--- config.mk ---
export PLATFORM = sky130hd
export DESIGN_NAME = trimmed_mean_window_filter_xyz
export DESIGN_NICKNAME = d
export VERILOG_FILES = /design/src/tmwf_pkg.sv /design/src/tmwf_ctrl.sv /design/src/tmwf_dp.sv /design/src/trimmed_mean_window_filter_xyz.sv
export SDC_FILE = /design/constraint.sdc
export NUM_CORES = 2
export LEC_CHECK = 0
export BUFFER_PORTS_ARGS = -buffer_cell sky130_fd_sc_hd__buf_2
export CAP_MARGIN = 20
export CORE_ASPECT_RATIO = 1.1
export CORE_UTILIZATION = 35
export DETAILED_ROUTE_END_ITERATION = 7
export PLACE_DENSITY = 0.54
export SETUP_SLACK_MARGIN = 0.1
export SYNTH_ARGS = -nofsm -noshare
export SYNTH_HDL_FRONTEND = slang
export SYNTH_SLANG_ARGS = --single-unit
--- constraint.sdc ---
create_clock -name clock -period 18.1 [get_ports clock]
set_input_delay 5.43 -clock clock [delete_from_list [all_inputs] [get_ports clock]]
set_output_delay 5.43 -clock clock [all_outputs]
set_load 0.05 [all_outputs]
--- src/tmwf_pkg.sv ---
package tmwf_pkg;

   // Window geometry
   localparam int WINDOW_MAX = 16;
   localparam int LEN_MIN    = 3;
   localparam int LEN_RESET  = 12;
   localparam int AXES       = 3;

   // Field widths
   localparam int SAMPLE_W  = 16;
   localparam int MEAN_W    = 24;
   localparam int LEN_W     = 5;
   localparam int FRAC_W    = 8;

   // Derived widths
   localparam int IDX_W     = $clog2(WINDOW_MAX);
   localparam int LEN_EFF_W = $clog2(WINDOW_MAX + 1);
   localparam int SUM_W     = SAMPLE_W + $clog2(WINDOW_MAX);
   localparam int MAG_W     = SUM_W - 1;
   localparam int DVD_W     = MAG_W + FRAC_W;
   localparam int DIV_W     = $clog2(WINDOW_MAX - 1);
   localparam int DCNT_W    = $clog2(DVD_W);
   localparam int ROW_W     = AXES * SAMPLE_W;

   typedef logic [ROW_W-1:0] row_type;

   // Controller states
   typedef enum logic [5:0] {
      S_IDLE  = 6'b000001,
      S_SCAN  = 6'b000010,
      S_DRAIN = 6'b000100,
      S_TRIM  = 6'b001000,
      S_DIV   = 6'b010000,
      S_OUT   = 6'b100000
   } state_type;

   // Controller to datapath
   typedef struct packed {
      logic write;
      logic rd_start;
      logic rd_en;
      logic div_load;
      logic div_step;
      logic out_load;
   } cmd_type;

   // Datapath to controller
   typedef struct packed {
      logic filled_next;
      logic rd_last;
      logic div_last;
   } status_type;

endpackage

--- src/tmwf_ctrl.sv ---
module tmwf_ctrl
   import tmwf_pkg::*;
(
   input  logic       clock,
   input  logic       reset,
   input  logic       req_valid,
   output logic       req_stall,
   output logic       rsp_valid,
   input  logic       rsp_stall,
   input  status_type status,
   output cmd_type    cmd
);

   state_type state_ff, state_in;
   logic      rsp_valid_ff, rsp_valid_in;
   logic      accept;
   logic      out_free;

   assign accept   = req_valid && (state_ff == S_IDLE);
   assign out_free = !rsp_valid_ff || !rsp_stall;

   // Sequence one item: write it; once the window is full, scan it, drain, trim, divide, deliver
   always_comb begin
      state_in = state_ff;
      cmd      = '0;
      case (state_ff)
         S_IDLE: begin
            if (accept) begin
               cmd.write    = 1'b1;
               cmd.rd_start = 1'b1;
               if (status.filled_next) begin
                  state_in = S_SCAN;
               end
            end
         end
         S_SCAN: begin
            cmd.rd_en = 1'b1;
            if (status.rd_last) begin
               state_in = S_DRAIN;
            end
         end
         S_DRAIN: begin
            state_in = S_TRIM;
         end
         S_TRIM: begin
            cmd.div_load = 1'b1;
            state_in     = S_DIV;
         end
         S_DIV: begin
            cmd.div_step = 1'b1;
            if (status.div_last) begin
               state_in = S_OUT;
            end
         end
         S_OUT: begin
            if (out_free) begin
               cmd.out_load = 1'b1;
               state_in     = S_IDLE;
            end
         end
         default: begin
            state_in = S_IDLE;
         end
      endcase
   end

   // Raise valid on load, drop it once the item is taken
   always_comb begin
      rsp_valid_in = rsp_valid_ff;
      if (cmd.out_load) begin
         rsp_valid_in = 1'b1;
      end else if (!rsp_stall) begin
         rsp_valid_in = 1'b0;
      end
   end

   always_ff @(posedge clock) begin
      if (reset) begin
         state_ff     <= S_IDLE;
         rsp_valid_ff <= 1'b0;
      end else begin
         state_ff     <= state_in;
         rsp_valid_ff <= rsp_valid_in;
      end
   end

   assign req_stall = (state_ff != S_IDLE);
   assign rsp_valid = rsp_valid_ff;

endmodule

--- src/tmwf_dp.sv ---
module tmwf_dp
   import tmwf_pkg::*;
(
   input  logic                       clock,
   input  logic                       reset,
   input  logic                       csr_write_en,
   input  logic [LEN_W-1:0]           csr_write_data,
   input  logic signed [SAMPLE_W-1:0] sample_x,
   input  logic signed [SAMPLE_W-1:0] sample_y,
   input  logic signed [SAMPLE_W-1:0] sample_z,
   input  cmd_type                    cmd,
   output status_type                 status,
   output logic signed [MEAN_W-1:0]   mean_x,
   output logic signed [MEAN_W-1:0]   mean_y,
   output logic signed [MEAN_W-1:0]   mean_z
);

   logic [LEN_W-1:0]     window_len_ff;
   logic                 filled_ff;
   logic [IDX_W-1:0]     slot_ff;
   logic [LEN_EFF_W-1:0] len_eff;
   logic [IDX_W-1:0]     slot_use;
   logic [LEN_EFF_W-1:0] slot_next;
   logic                 wrap;
   logic [DIV_W-1:0]     divisor;

   row_type              store_ff [WINDOW_MAX];
   row_type              row;
   row_type              rd_data_ff;
   logic [IDX_W-1:0]     rd_idx_ff;
   logic                 rd_vld_ff;
   logic                 rd_first_ff;

   logic signed [SUM_W-1:0]    sum_ff [AXES];
   logic signed [SAMPLE_W-1:0] lo_ff  [AXES];
   logic signed [SAMPLE_W-1:0] hi_ff  [AXES];
   logic                       neg_ff [AXES];
   logic [DVD_W-1:0]           dvd_ff [AXES];
   logic [DIV_W-1:0]           rem_ff [AXES];
   logic [MEAN_W-1:0]          mean_ff [AXES];
   logic [DCNT_W-1:0]          div_cnt_ff;

   logic signed [SUM_W:0] trim   [AXES];
   logic [SUM_W:0]        trim_a [AXES];
   logic [DIV_W:0]        rem_sh [AXES];
   logic                  q_bit  [AXES];
   logic [DIV_W-1:0]      rem_in [AXES];

   // Clamp the window length to the supported range
   always_comb begin
      if (int'(window_len_ff) < LEN_MIN) begin
         len_eff = LEN_EFF_W'(LEN_MIN);
      end else if (int'(window_len_ff) > WINDOW_MAX) begin
         len_eff = LEN_EFF_W'(WINDOW_MAX);
      end else begin
         len_eff = LEN_EFF_W'(window_len_ff);
      end
   end

   // Ring slot for the incoming item and the fill state after it
   assign slot_use  = (LEN_EFF_W'(slot_ff) >= len_eff) ? '0 : slot_ff;
   assign slot_next = LEN_EFF_W'(slot_use) + LEN_EFF_W'(1);
   assign wrap      = (slot_next >= len_eff);
   assign divisor   = DIV_W'(len_eff - LEN_EFF_W'(2));
   assign row       = {sample_z, sample_y, sample_x};

   assign status.filled_next = filled_ff || wrap;
   assign status.rd_last     = (LEN_EFF_W'(rd_idx_ff) == (len_eff - LEN_EFF_W'(1)));
   assign status.div_last    = (div_cnt_ff == DCNT_W'(DVD_W - 1));

   // Length register and ring position; a length write restarts the fill
   always_ff @(posedge clock) begin
      if (reset) begin
         window_len_ff <= LEN_W'(LEN_RESET);
         filled_ff     <= 1'b0;
         slot_ff       <= '0;
      end else if (csr_write_en) begin
         window_len_ff <= csr_write_data;
         filled_ff     <= 1'b0;
         slot_ff       <= '0;
      end else if (cmd.write) begin
         if (wrap) begin
            slot_ff   <= '0;
            filled_ff <= 1'b1;
         end else begin
            slot_ff <= slot_next[IDX_W-1:0];
         end
      end
   end

   // Window memory: one write port, one registered read port
   always_ff @(posedge clock) begin
      if (cmd.write) begin
         store_ff[slot_use] <= row;
      end
      if (cmd.rd_en) begin
         rd_data_ff <= store_ff[rd_idx_ff];
      end
   end

   // Walk the read address over the window
   always_ff @(posedge clock) begin
      if (reset) begin
         rd_idx_ff   <= '0;
         rd_vld_ff   <= 1'b0;
         rd_first_ff <= 1'b0;
      end else begin
         rd_vld_ff   <= cmd.rd_en;
         rd_first_ff <= cmd.rd_en && (rd_idx_ff == '0);
         if (cmd.rd_start) begin
            rd_idx_ff <= '0;
         end else if (cmd.rd_en) begin
            rd_idx_ff <= rd_idx_ff + IDX_W'(1);
         end
      end
   end

   // Per-axis trim and one quotient bit per step
   always_comb begin
      for (int l = 0; l < AXES; l++) begin
         trim[l]   = (SUM_W + 1)'(sum_ff[l]) - (SUM_W + 1)'(lo_ff[l])
                   - (SUM_W + 1)'(hi_ff[l]);
         trim_a[l] = trim[l][SUM_W] ? (SUM_W + 1)'(-trim[l]) : trim[l];
         rem_sh[l] = {rem_ff[l], dvd_ff[l][DVD_W-1]};
         q_bit[l]  = (rem_sh[l] >= {1'b0, divisor});
         rem_in[l] = q_bit[l] ? DIV_W'(rem_sh[l] - {1'b0, divisor}) : DIV_W'(rem_sh[l]);
      end
   end

   // Accumulate sum, minimum and maximum; then divide and load the result
   always_ff @(posedge clock) begin
      for (int l = 0; l < AXES; l++) begin
         if (rd_vld_ff) begin
            if (rd_first_ff) begin
               sum_ff[l] <= SUM_W'($signed(rd_data_ff[l*SAMPLE_W +: SAMPLE_W]));
               lo_ff[l]  <= $signed(rd_data_ff[l*SAMPLE_W +: SAMPLE_W]);
               hi_ff[l]  <= $signed(rd_data_ff[l*SAMPLE_W +: SAMPLE_W]);
            end else begin
               sum_ff[l] <= sum_ff[l]
                          + SUM_W'($signed(rd_data_ff[l*SAMPLE_W +: SAMPLE_W]));
               if ($signed(rd_data_ff[l*SAMPLE_W +: SAMPLE_W]) < lo_ff[l]) begin
                  lo_ff[l] <= $signed(rd_data_ff[l*SAMPLE_W +: SAMPLE_W]);
               end
               if ($signed(rd_data_ff[l*SAMPLE_W +: SAMPLE_W]) > hi_ff[l]) begin
                  hi_ff[l] <= $signed(rd_data_ff[l*SAMPLE_W +: SAMPLE_W]);
               end
            end
         end
         if (cmd.div_load) begin
            neg_ff[l] <= trim[l][SUM_W];
            dvd_ff[l] <= {trim_a[l][MAG_W-1:0], FRAC_W'(0)};
            rem_ff[l] <= '0;
         end else if (cmd.div_step) begin
            dvd_ff[l] <= {dvd_ff[l][DVD_W-2:0], q_bit[l]};
            rem_ff[l] <= rem_in[l];
         end
         if (cmd.out_load) begin
            mean_ff[l] <= neg_ff[l] ? MEAN_W'(DVD_W'(0) - dvd_ff[l])
                                    : MEAN_W'(dvd_ff[l]);
         end
      end
   end

   // Count division steps
   always_ff @(posedge clock) begin
      if (reset) begin
         div_cnt_ff <= '0;
      end else if (cmd.div_load) begin
         div_cnt_ff <= '0;
      end else if (cmd.div_step) begin
         div_cnt_ff <= div_cnt_ff + DCNT_W'(1);
      end
   end

   assign mean_x = mean_ff[0];
   assign mean_y = mean_ff[1];
   assign mean_z = mean_ff[2];

endmodule

--- src/trimmed_mean_window_filter_xyz.sv ---
// Sequence: with L the window length clamped to 3..16, an item that completes the window
//    is followed by a scan of its L entries, drain, trim, a 27-step shift-subtract divide
//    and the output load that raises rsp_valid; req_stall is high until the controller is idle.
// Filling: items that only fill the window are written in the idle state and give no result.
// A waiting result holds the controller at its output load until taken.
// Reset: synchronous, active high; window length returns to 12, the window is empty.
module trimmed_mean_window_filter_xyz
   import tmwf_pkg::*;
(
   input  logic                       clock,
   input  logic                       reset,
   input  logic                       csr_write_en,
   input  logic [LEN_W-1:0]           csr_write_data,
   input  logic                       req_valid,
   output logic                       req_stall,
   input  logic signed [SAMPLE_W-1:0] req_sample_x,
   input  logic signed [SAMPLE_W-1:0] req_sample_y,
   input  logic signed [SAMPLE_W-1:0] req_sample_z,
   output logic                       rsp_valid,
   input  logic                       rsp_stall,
   output logic signed [MEAN_W-1:0]   rsp_mean_x,
   output logic signed [MEAN_W-1:0]   rsp_mean_y,
   output logic signed [MEAN_W-1:0]   rsp_mean_z
);

   cmd_type    cmd;
   status_type status;

   // Sequencer
   tmwf_ctrl u_ctrl (
      .clock     (clock),
      .reset     (reset),
      .req_valid (req_valid),
      .req_stall (req_stall),
      .rsp_valid (rsp_valid),
      .rsp_stall (rsp_stall),
      .status    (status),
      .cmd       (cmd)
   );

   // Window store, accumulators and divider
   tmwf_dp u_dp (
      .clock          (clock),
      .reset          (reset),
      .csr_write_en   (csr_write_en),
      .csr_write_data (csr_write_data),
      .sample_x       (req_sample_x),
      .sample_y       (req_sample_y),
      .sample_z       (req_sample_z),
      .cmd            (cmd),
      .status         (status),
      .mean_x         (rsp_mean_x),
      .mean_y         (rsp_mean_y),
      .mean_z         (rsp_mean_z)
   );

endmodule

* Yosys cells after proc, flatten, opt, wreduce, memory -nomap -nowiden
Memories as Yosys holds them, arrays and structs flattened. A register that Yosys moved wholly into a read port is not among the register bits.
Index checks and enable logic that the tools add are counted.
** Word-level totals
- Input bits :: 58
- Memory bits (read-only) :: 0
- Memories :: 8
- Bits in latches :: 0
- Flip-flop bits (word level) :: 28
- Output and inout port bits :: 74
- Bits in writable memories :: 1092
- Logic and storage cells :: 177
** Cells by class
- Div/mod/pow operators :: 0
- Bitwise logic cells :: 15
- Shifts and indexed selects :: 0
- Reduce and logical (&&, ||, !) cells :: 12
- $mul :: 0
- Add/subtract/negate cells :: 23
- Mux-type cells :: 82
- Order comparisons :: 13
- Eq/ne operators :: 15
** Memory list
- u_dp.store_ff :: words 16, bits a word 48, rd ports 1, clocked after memory_dff 1, wr ports 1, RTL line tmwf_dp.sv:27 : row_type store_ff [WINDOW_MAX];
- u_dp.dvd_ff :: words 3, bits a word 27, rd ports 3, clocked after memory_dff 0, wr ports 3, RTL line tmwf_dp.sv:38 : logic [DVD_W-1:0] dvd_ff [AXES];
- u_dp.mean_ff :: words 3, bits a word 24, rd ports 3, clocked after memory_dff 0, wr ports 3, RTL line tmwf_dp.sv:40 : logic [MEAN_W-1:0] mean_ff [AXES];
- u_dp.sum_ff :: words 3, bits a word 20, rd ports 3, clocked after memory_dff 0, wr ports 3, RTL line tmwf_dp.sv:34 : logic signed [SUM_W-1:0] sum_ff [AXES];
- u_dp.hi_ff :: words 3, bits a word 16, rd ports 3, clocked after memory_dff 0, wr ports 3, RTL line tmwf_dp.sv:36 : logic signed [SAMPLE_W-1:0] hi_ff [AXES];
- u_dp.lo_ff :: words 3, bits a word 16, rd ports 3, clocked after memory_dff 0, wr ports 3, RTL line tmwf_dp.sv:35 : logic signed [SAMPLE_W-1:0] lo_ff [AXES];
- +2 memories
** Operators with widths (number)
- 16-bit 2-to-1 mux :: 6
- 27-bit 2-to-1 mux :: 3
- 24-bit 2-to-1 mux :: 3
- 1-bit by 24-bit subtractor with 24-bit output, first input constant :: 3
- 20-bit by 16-bit subtractor with 21-bit output :: 3
- 21-bit by 16-bit subtractor with 21-bit output :: 3
- 20-bit by 16-bit adder with 20-bit output :: 3
- 20-bit 2-to-1 mux :: 3
- 19-bit 2-to-1 mux :: 3
- 19-bit negation :: 3
- 16-bit > comparator :: 3
- 16-bit < comparator :: 3
- 1-bit 2-to-1 mux :: 46
- 6-bit case mux with 6 select lines :: 1
- 4-bit 2-to-1 mux :: 8
- 6-bit 2-to-1 mux :: 5
- 5-bit by 4-bit greater-or-equal comparator with 1-bit output :: 3
- 1-bit bitwise OR :: 15
- 4-bit subtractor :: 3
- 5-bit 2-to-1 mux :: 2
- 6-bit by 1-bit equality test with 1-bit output, second input constant :: 1
- 6-bit by 2-bit equality test with 1-bit output, second input constant :: 1
- 6-bit by 3-bit equality test with 1-bit output, second input constant :: 1
- 6-bit by 4-bit equality test with 1-bit output, second input constant :: 1
- 24 further kinds :: 34

* Longest topological paths before layout
- Word-level depth :: 11
- Gate-level depth with buffers :: 23
- Mapped depth without buffers :: 23

* By module
A second synthesis with hierarchy kept.
** Unflattened totals
- Cell total of the unflattened synthesis :: 3629
- Area, all modules :: 55627.1 sq um
** By module, submodules not included
- tmwf_dp :: times used 1, sequential area each 34653.2 sq um, cells each 3578, area each 55202.9 sq um
- tmwf_ctrl :: times used 1, sequential area each 140.1 sq um, cells each 51, area each 424.2 sq um

* Least setup slack after synthesis
Ideal clock, no wire load.
- Path type :: input -> register
- Start :: in req_valid
- End :: mem u_dp.store_ff[3][0] (netlist bit), enable pin
- Slack :: 6.809 ns
- Buffers on the path :: 1
- Required time :: 17.510 ns
- Setup time :: 0.590 ns
- Stages :: 3
- Data arrival time :: 10.701 ns
- Cell sequence :: nand2_1 -> clkbuf_1 -> nor4b_1
** Between the ends
- Word-level cells in the longest chain between the ends :: 5
** RTL lines
- start, declared :: RTL line trimmed_mean_window_filter_xyz.sv:14 : input logic req_valid,
- 1-bit logical AND :: RTL line tmwf_ctrl.sv:19 : assign accept = req_valid && (state_ff == S_IDLE);
- 2-bit 2-to-1 mux :: RTL line tmwf_ctrl.sv:28 : if (accept) begin
- 2-bit 2-to-1 mux :: RTL line tmwf_ctrl.sv:26 : case (state_ff)
- 1-bit 2-to-1 mux :: RTL line tmwf_dp.sv:93 : if (cmd.write) begin
- 1-bit 2-to-1 mux (implied by the code) :: RTL line tmwf_dp.sv:94 : store_ff[slot_use] <= row;
- end, declared :: RTL line tmwf_dp.sv:27
No other way between the ends.

* Worst setup path after layout
- Start :: reg u_ctrl.state_ff[1]
- End :: out req_stall
** Between the ends
- Word-level cells in the longest chain between the ends :: 1
** RTL lines
- start, declared :: RTL line tmwf_ctrl.sv:14 : state_type state_ff, state_in;
- start signal, assigned :: RTL line tmwf_ctrl.sv:82 : state_ff <= state_in;
- 6-bit by 1-bit != test with 1-bit output :: RTL line tmwf_ctrl.sv:87 : assign req_stall = (state_ff != S_IDLE);
- end, declared :: RTL line trimmed_mean_window_filter_xyz.sv:15 : output logic req_stall,
No other way between the ends.

==> run_results.csv <==
group,metric,value,unit
yosys,netlist_top_cells_area,"edfxtp_1 (62%), mux4_2 (9.8%), ha_1 (5.7%)",
power,power_density,97.6,nW/um^2
clock_network,cts_buffers,130,
detailed_routing,drtAntennaViolNets,0,
clock_network,cts_resized,0,
clock_network,hold_buffers,0,
setup_path,critical_path.top_delay_family,"simple AND/OR/NAND/NOR gates",
sta,hold_viol_final,0,
setup_path,start_kind,"flip-flop",
die,pin_count,132,
placed_design,dp.cells,5706,
yosys,synth_top_area_frac,0.619,
setup_path,crit_slowest_cell,"nor4_1",
yosys,synth_edf_count,1140,
final_layout,multiInputGateArea,19500,um^2
grt,gr-total-overflow,0,
detailed_routing,firstDrtPassIters,7,
yosys,async_flop_share,0,
setup_path,cpPeakStageDelay,0.38,ns
setup_path,ff2ff_setup_slack,13.09,ns
yosys,syn-cell-area,55300,um^2
power,p_leak,21.4,nW
grt,grt_pass1_wl,184,mm
detailed_routing,drc_errors,0,
detailed_routing,viasPerCell,5.10,
sta,worstMarginPinSlew,1.04,ns
sta,setup_viol,0,
sta,finalClockSkew,0.0458,ns
final_layout,nFillCells,14400,
setup_path,end_kind,"output pin",
yosys,avgSynthCellArea,15.5,um^2
die,start_util,0.353,
sta,tns,0,ns
die,die_area,160000,um^2
job,cap_viol_max_count,0,
final_layout,fin_cells,5944,
placed_design,dp_hpwl,74.4,mm
yosys,syn-num-nets,3949,
grt,grt.total_usage,0.151,
placed_design,portBuffers,131,
die,chipWidth,381,um
yosys,yosysSeqAreaShare,0.629,
detailed_routing,wirelength,120,mm
grt,antenna_found_initial,27,
setup_path,path_cells,"nor4_1 -> and3b_1 -> inv_1 -> buf_2",
sta,fin_crit_sh,0.417,
final_layout,layout_common_cells,"edfxtp_1 (1140), ha_1 (251), mux4_2 (240), nor2_1 (185), inv_1 (182)",
final_layout,nets,4135,
placed_design,gp_congestion,0.785,
power,vdd_ir_drop_max,0.0000856,V
yosys,yosysWarningCount,0,
setup_path,required,12.67,ns
sta,slew_viol_final,0,
sta,timing.fmax,0.132,GHz
power,power,6.13,mW
hold_path,hold_path_class,"reg -> reg",
detailed_routing,route.vias.total,30300,
final_layout,ff_latch_area,34800,um^2
yosys,syn_inst,3574,
clock_network,cts_root_buf,"clkbuf_16",
final_layout,area_growth,13.5,%
final_layout,mostFrequentLayoutCell,"edfxtp_1",
grt,grt_max_degree,109,
setup_path,cp.buffers_inverters,2,
setup_path,path_class,"reg -> out",
sta,period_needed,7.55,ns
die,coreArea,157000,um^2
sta,hold_ws,0.499,ns
clock_network,cts_tree,"yes",
clock_network,htree_levels,4,
detailed_routing,wl_per_cell,20.2,um
grt,grt_pass1_vias,30400,
sta,rsz0062_at_grt,"false",
clock_network,clockBufferDepth,3,
yosys,synth-seq-cells,1168,
clock_network,clk_latency,0.78,ns
detailed_routing,drt_iter0_drc,2078,
die,row_count,152,
yosys,synth_flop_cell,"edfxtp_1",
yosys,yosys.area.top_type,"edfxtp_1",
clock_network,post-cts-setup-buffer-count,0,
clock_network,path_clk_slew,0.06,ns
die,die_h,419,um
sta,relSlewSlack,0.308,
clock_network,numClockSinks,1168,
yosys,synth_cell_type_count,88,
setup_path,cp.arrival,2.12,ns
outcome,status,"complete, no violations",
setup_path,worstPathMaxFanout,7,
final_layout,drive_above_1_share,0.169,
## cell type report
type	count	share of cell area
well taps	2079	0.0414
flip-flops and latches	1168	0.554
repair buffers	178	0.0165
diodes	3	0.000120
multi-input cells	2097	0.310
inverters	185	0.0111
clock buffers	170	0.0542
clock inverters	64	0.0123
## cells in the mapped netlist (all sizes together), types with 5 or more instances
master	count
and3	13
inv	185
mux2	6
nor3b	6
xnor2	140
or3	19
and2	24
mux2i	13
nand3	24
or4	19
nor3	56
or2	11
nand2	166
o311ai	5
a211oi	23
a21oi	182
buf	26
o211a	5
a31oi	10
nand4	32
o21bai	9
fa	66
clkbuf	98
nand2b	32
nor4b	5
a211o	8
a2111oi	11
nand3b	7
a21boi	6
dfxtp	28
a21o	73
edfxtp	1140
xor2	80
nor4	9
ha	251
a221oi	5
o31a	6
o21ai	175
o21a	31
o31ai	34
o211ai	15
mux4	240
o41ai	19
nor2	193
nor2b	23
## metrics by stage
stage / worst slack (ns) / utilization / area, um^2
after CTS: 10.52 / 0.401 / 62800
after global routing: 10.37 / 0.401 / 62800
after detailed placement: 10.47 / 0.374 / 58600
final: 10.55 / 0.401 / 62800
after global placement: 10.49 / 0.374 / 58600
after floorplan: 6.81 / - / 55300
## routing by layer
metal | GRT usage | wire [um] | vias to the layer above
met5 | 0 | 98 | -
met4 | 0.0439 | 2450 | 14
met3 | 0.0277 | 5690 | 175
met2 | 0.236 | 54200 | 575
met1 | 0.215 | 57900 | 15200
li1 | - | - | 14300
## report_power, final
group / switching, mW / internal (mW)
clock network: 1.10 / 1.46
registers: 0.0283 / 3.04
logic: 0.299 / 0.201
## logic make-up after synthesis
group                      Yosys count  share of synthesized area
and+or+nand+nor                    649                     0.0573
xor gates and xnor gates           220                     0.0348
DFF                               1168                      0.629
buffers and inverters              309                     0.0217
AOI/OAI and AO/OA                  652                     0.0753
adders and majority gates          317                     0.0807
muxes                              259                      0.101
## state kept, by name, indices dropped and copies added, names as in the netlist
name,flops
u_dp.lo_ff,48
u_ctrl.state_ff,6
u_dp.rd_vld_ff,1
u_dp.filled_ff,1
u_dp.neg_ff,3
u_dp.rd_first_ff,1
u_dp.store_ff,768
u_dp.rd_idx_ff,4
u_dp.rd_data_ff,48
u_dp.mean_ff,72
u_ctrl.rsp_valid,1
u_dp.div_cnt_ff,5
u_dp.dvd_ff,81
u_dp.rem_ff,12
u_dp.slot_ff,4
u_dp.sum_ff,60
u_dp.hi_ff,48
u_dp.window_len_ff,5
## worst paths after layout
path	startpoint	endpoint	cells after the start
max	u_ctrl.state_ff[1]	req_stall	4
min	u_dp.dvd_ff[2][0]	u_dp.mean_ff[0][48]	0
max reg2reg	u_dp.window_len_ff[3]	u_ctrl.state_ff[0]	24
min reg2reg	u_dp.dvd_ff[2][0]	u_dp.mean_ff[0][48]	0
Note: power is estimated with default switching activity, not from simulation.
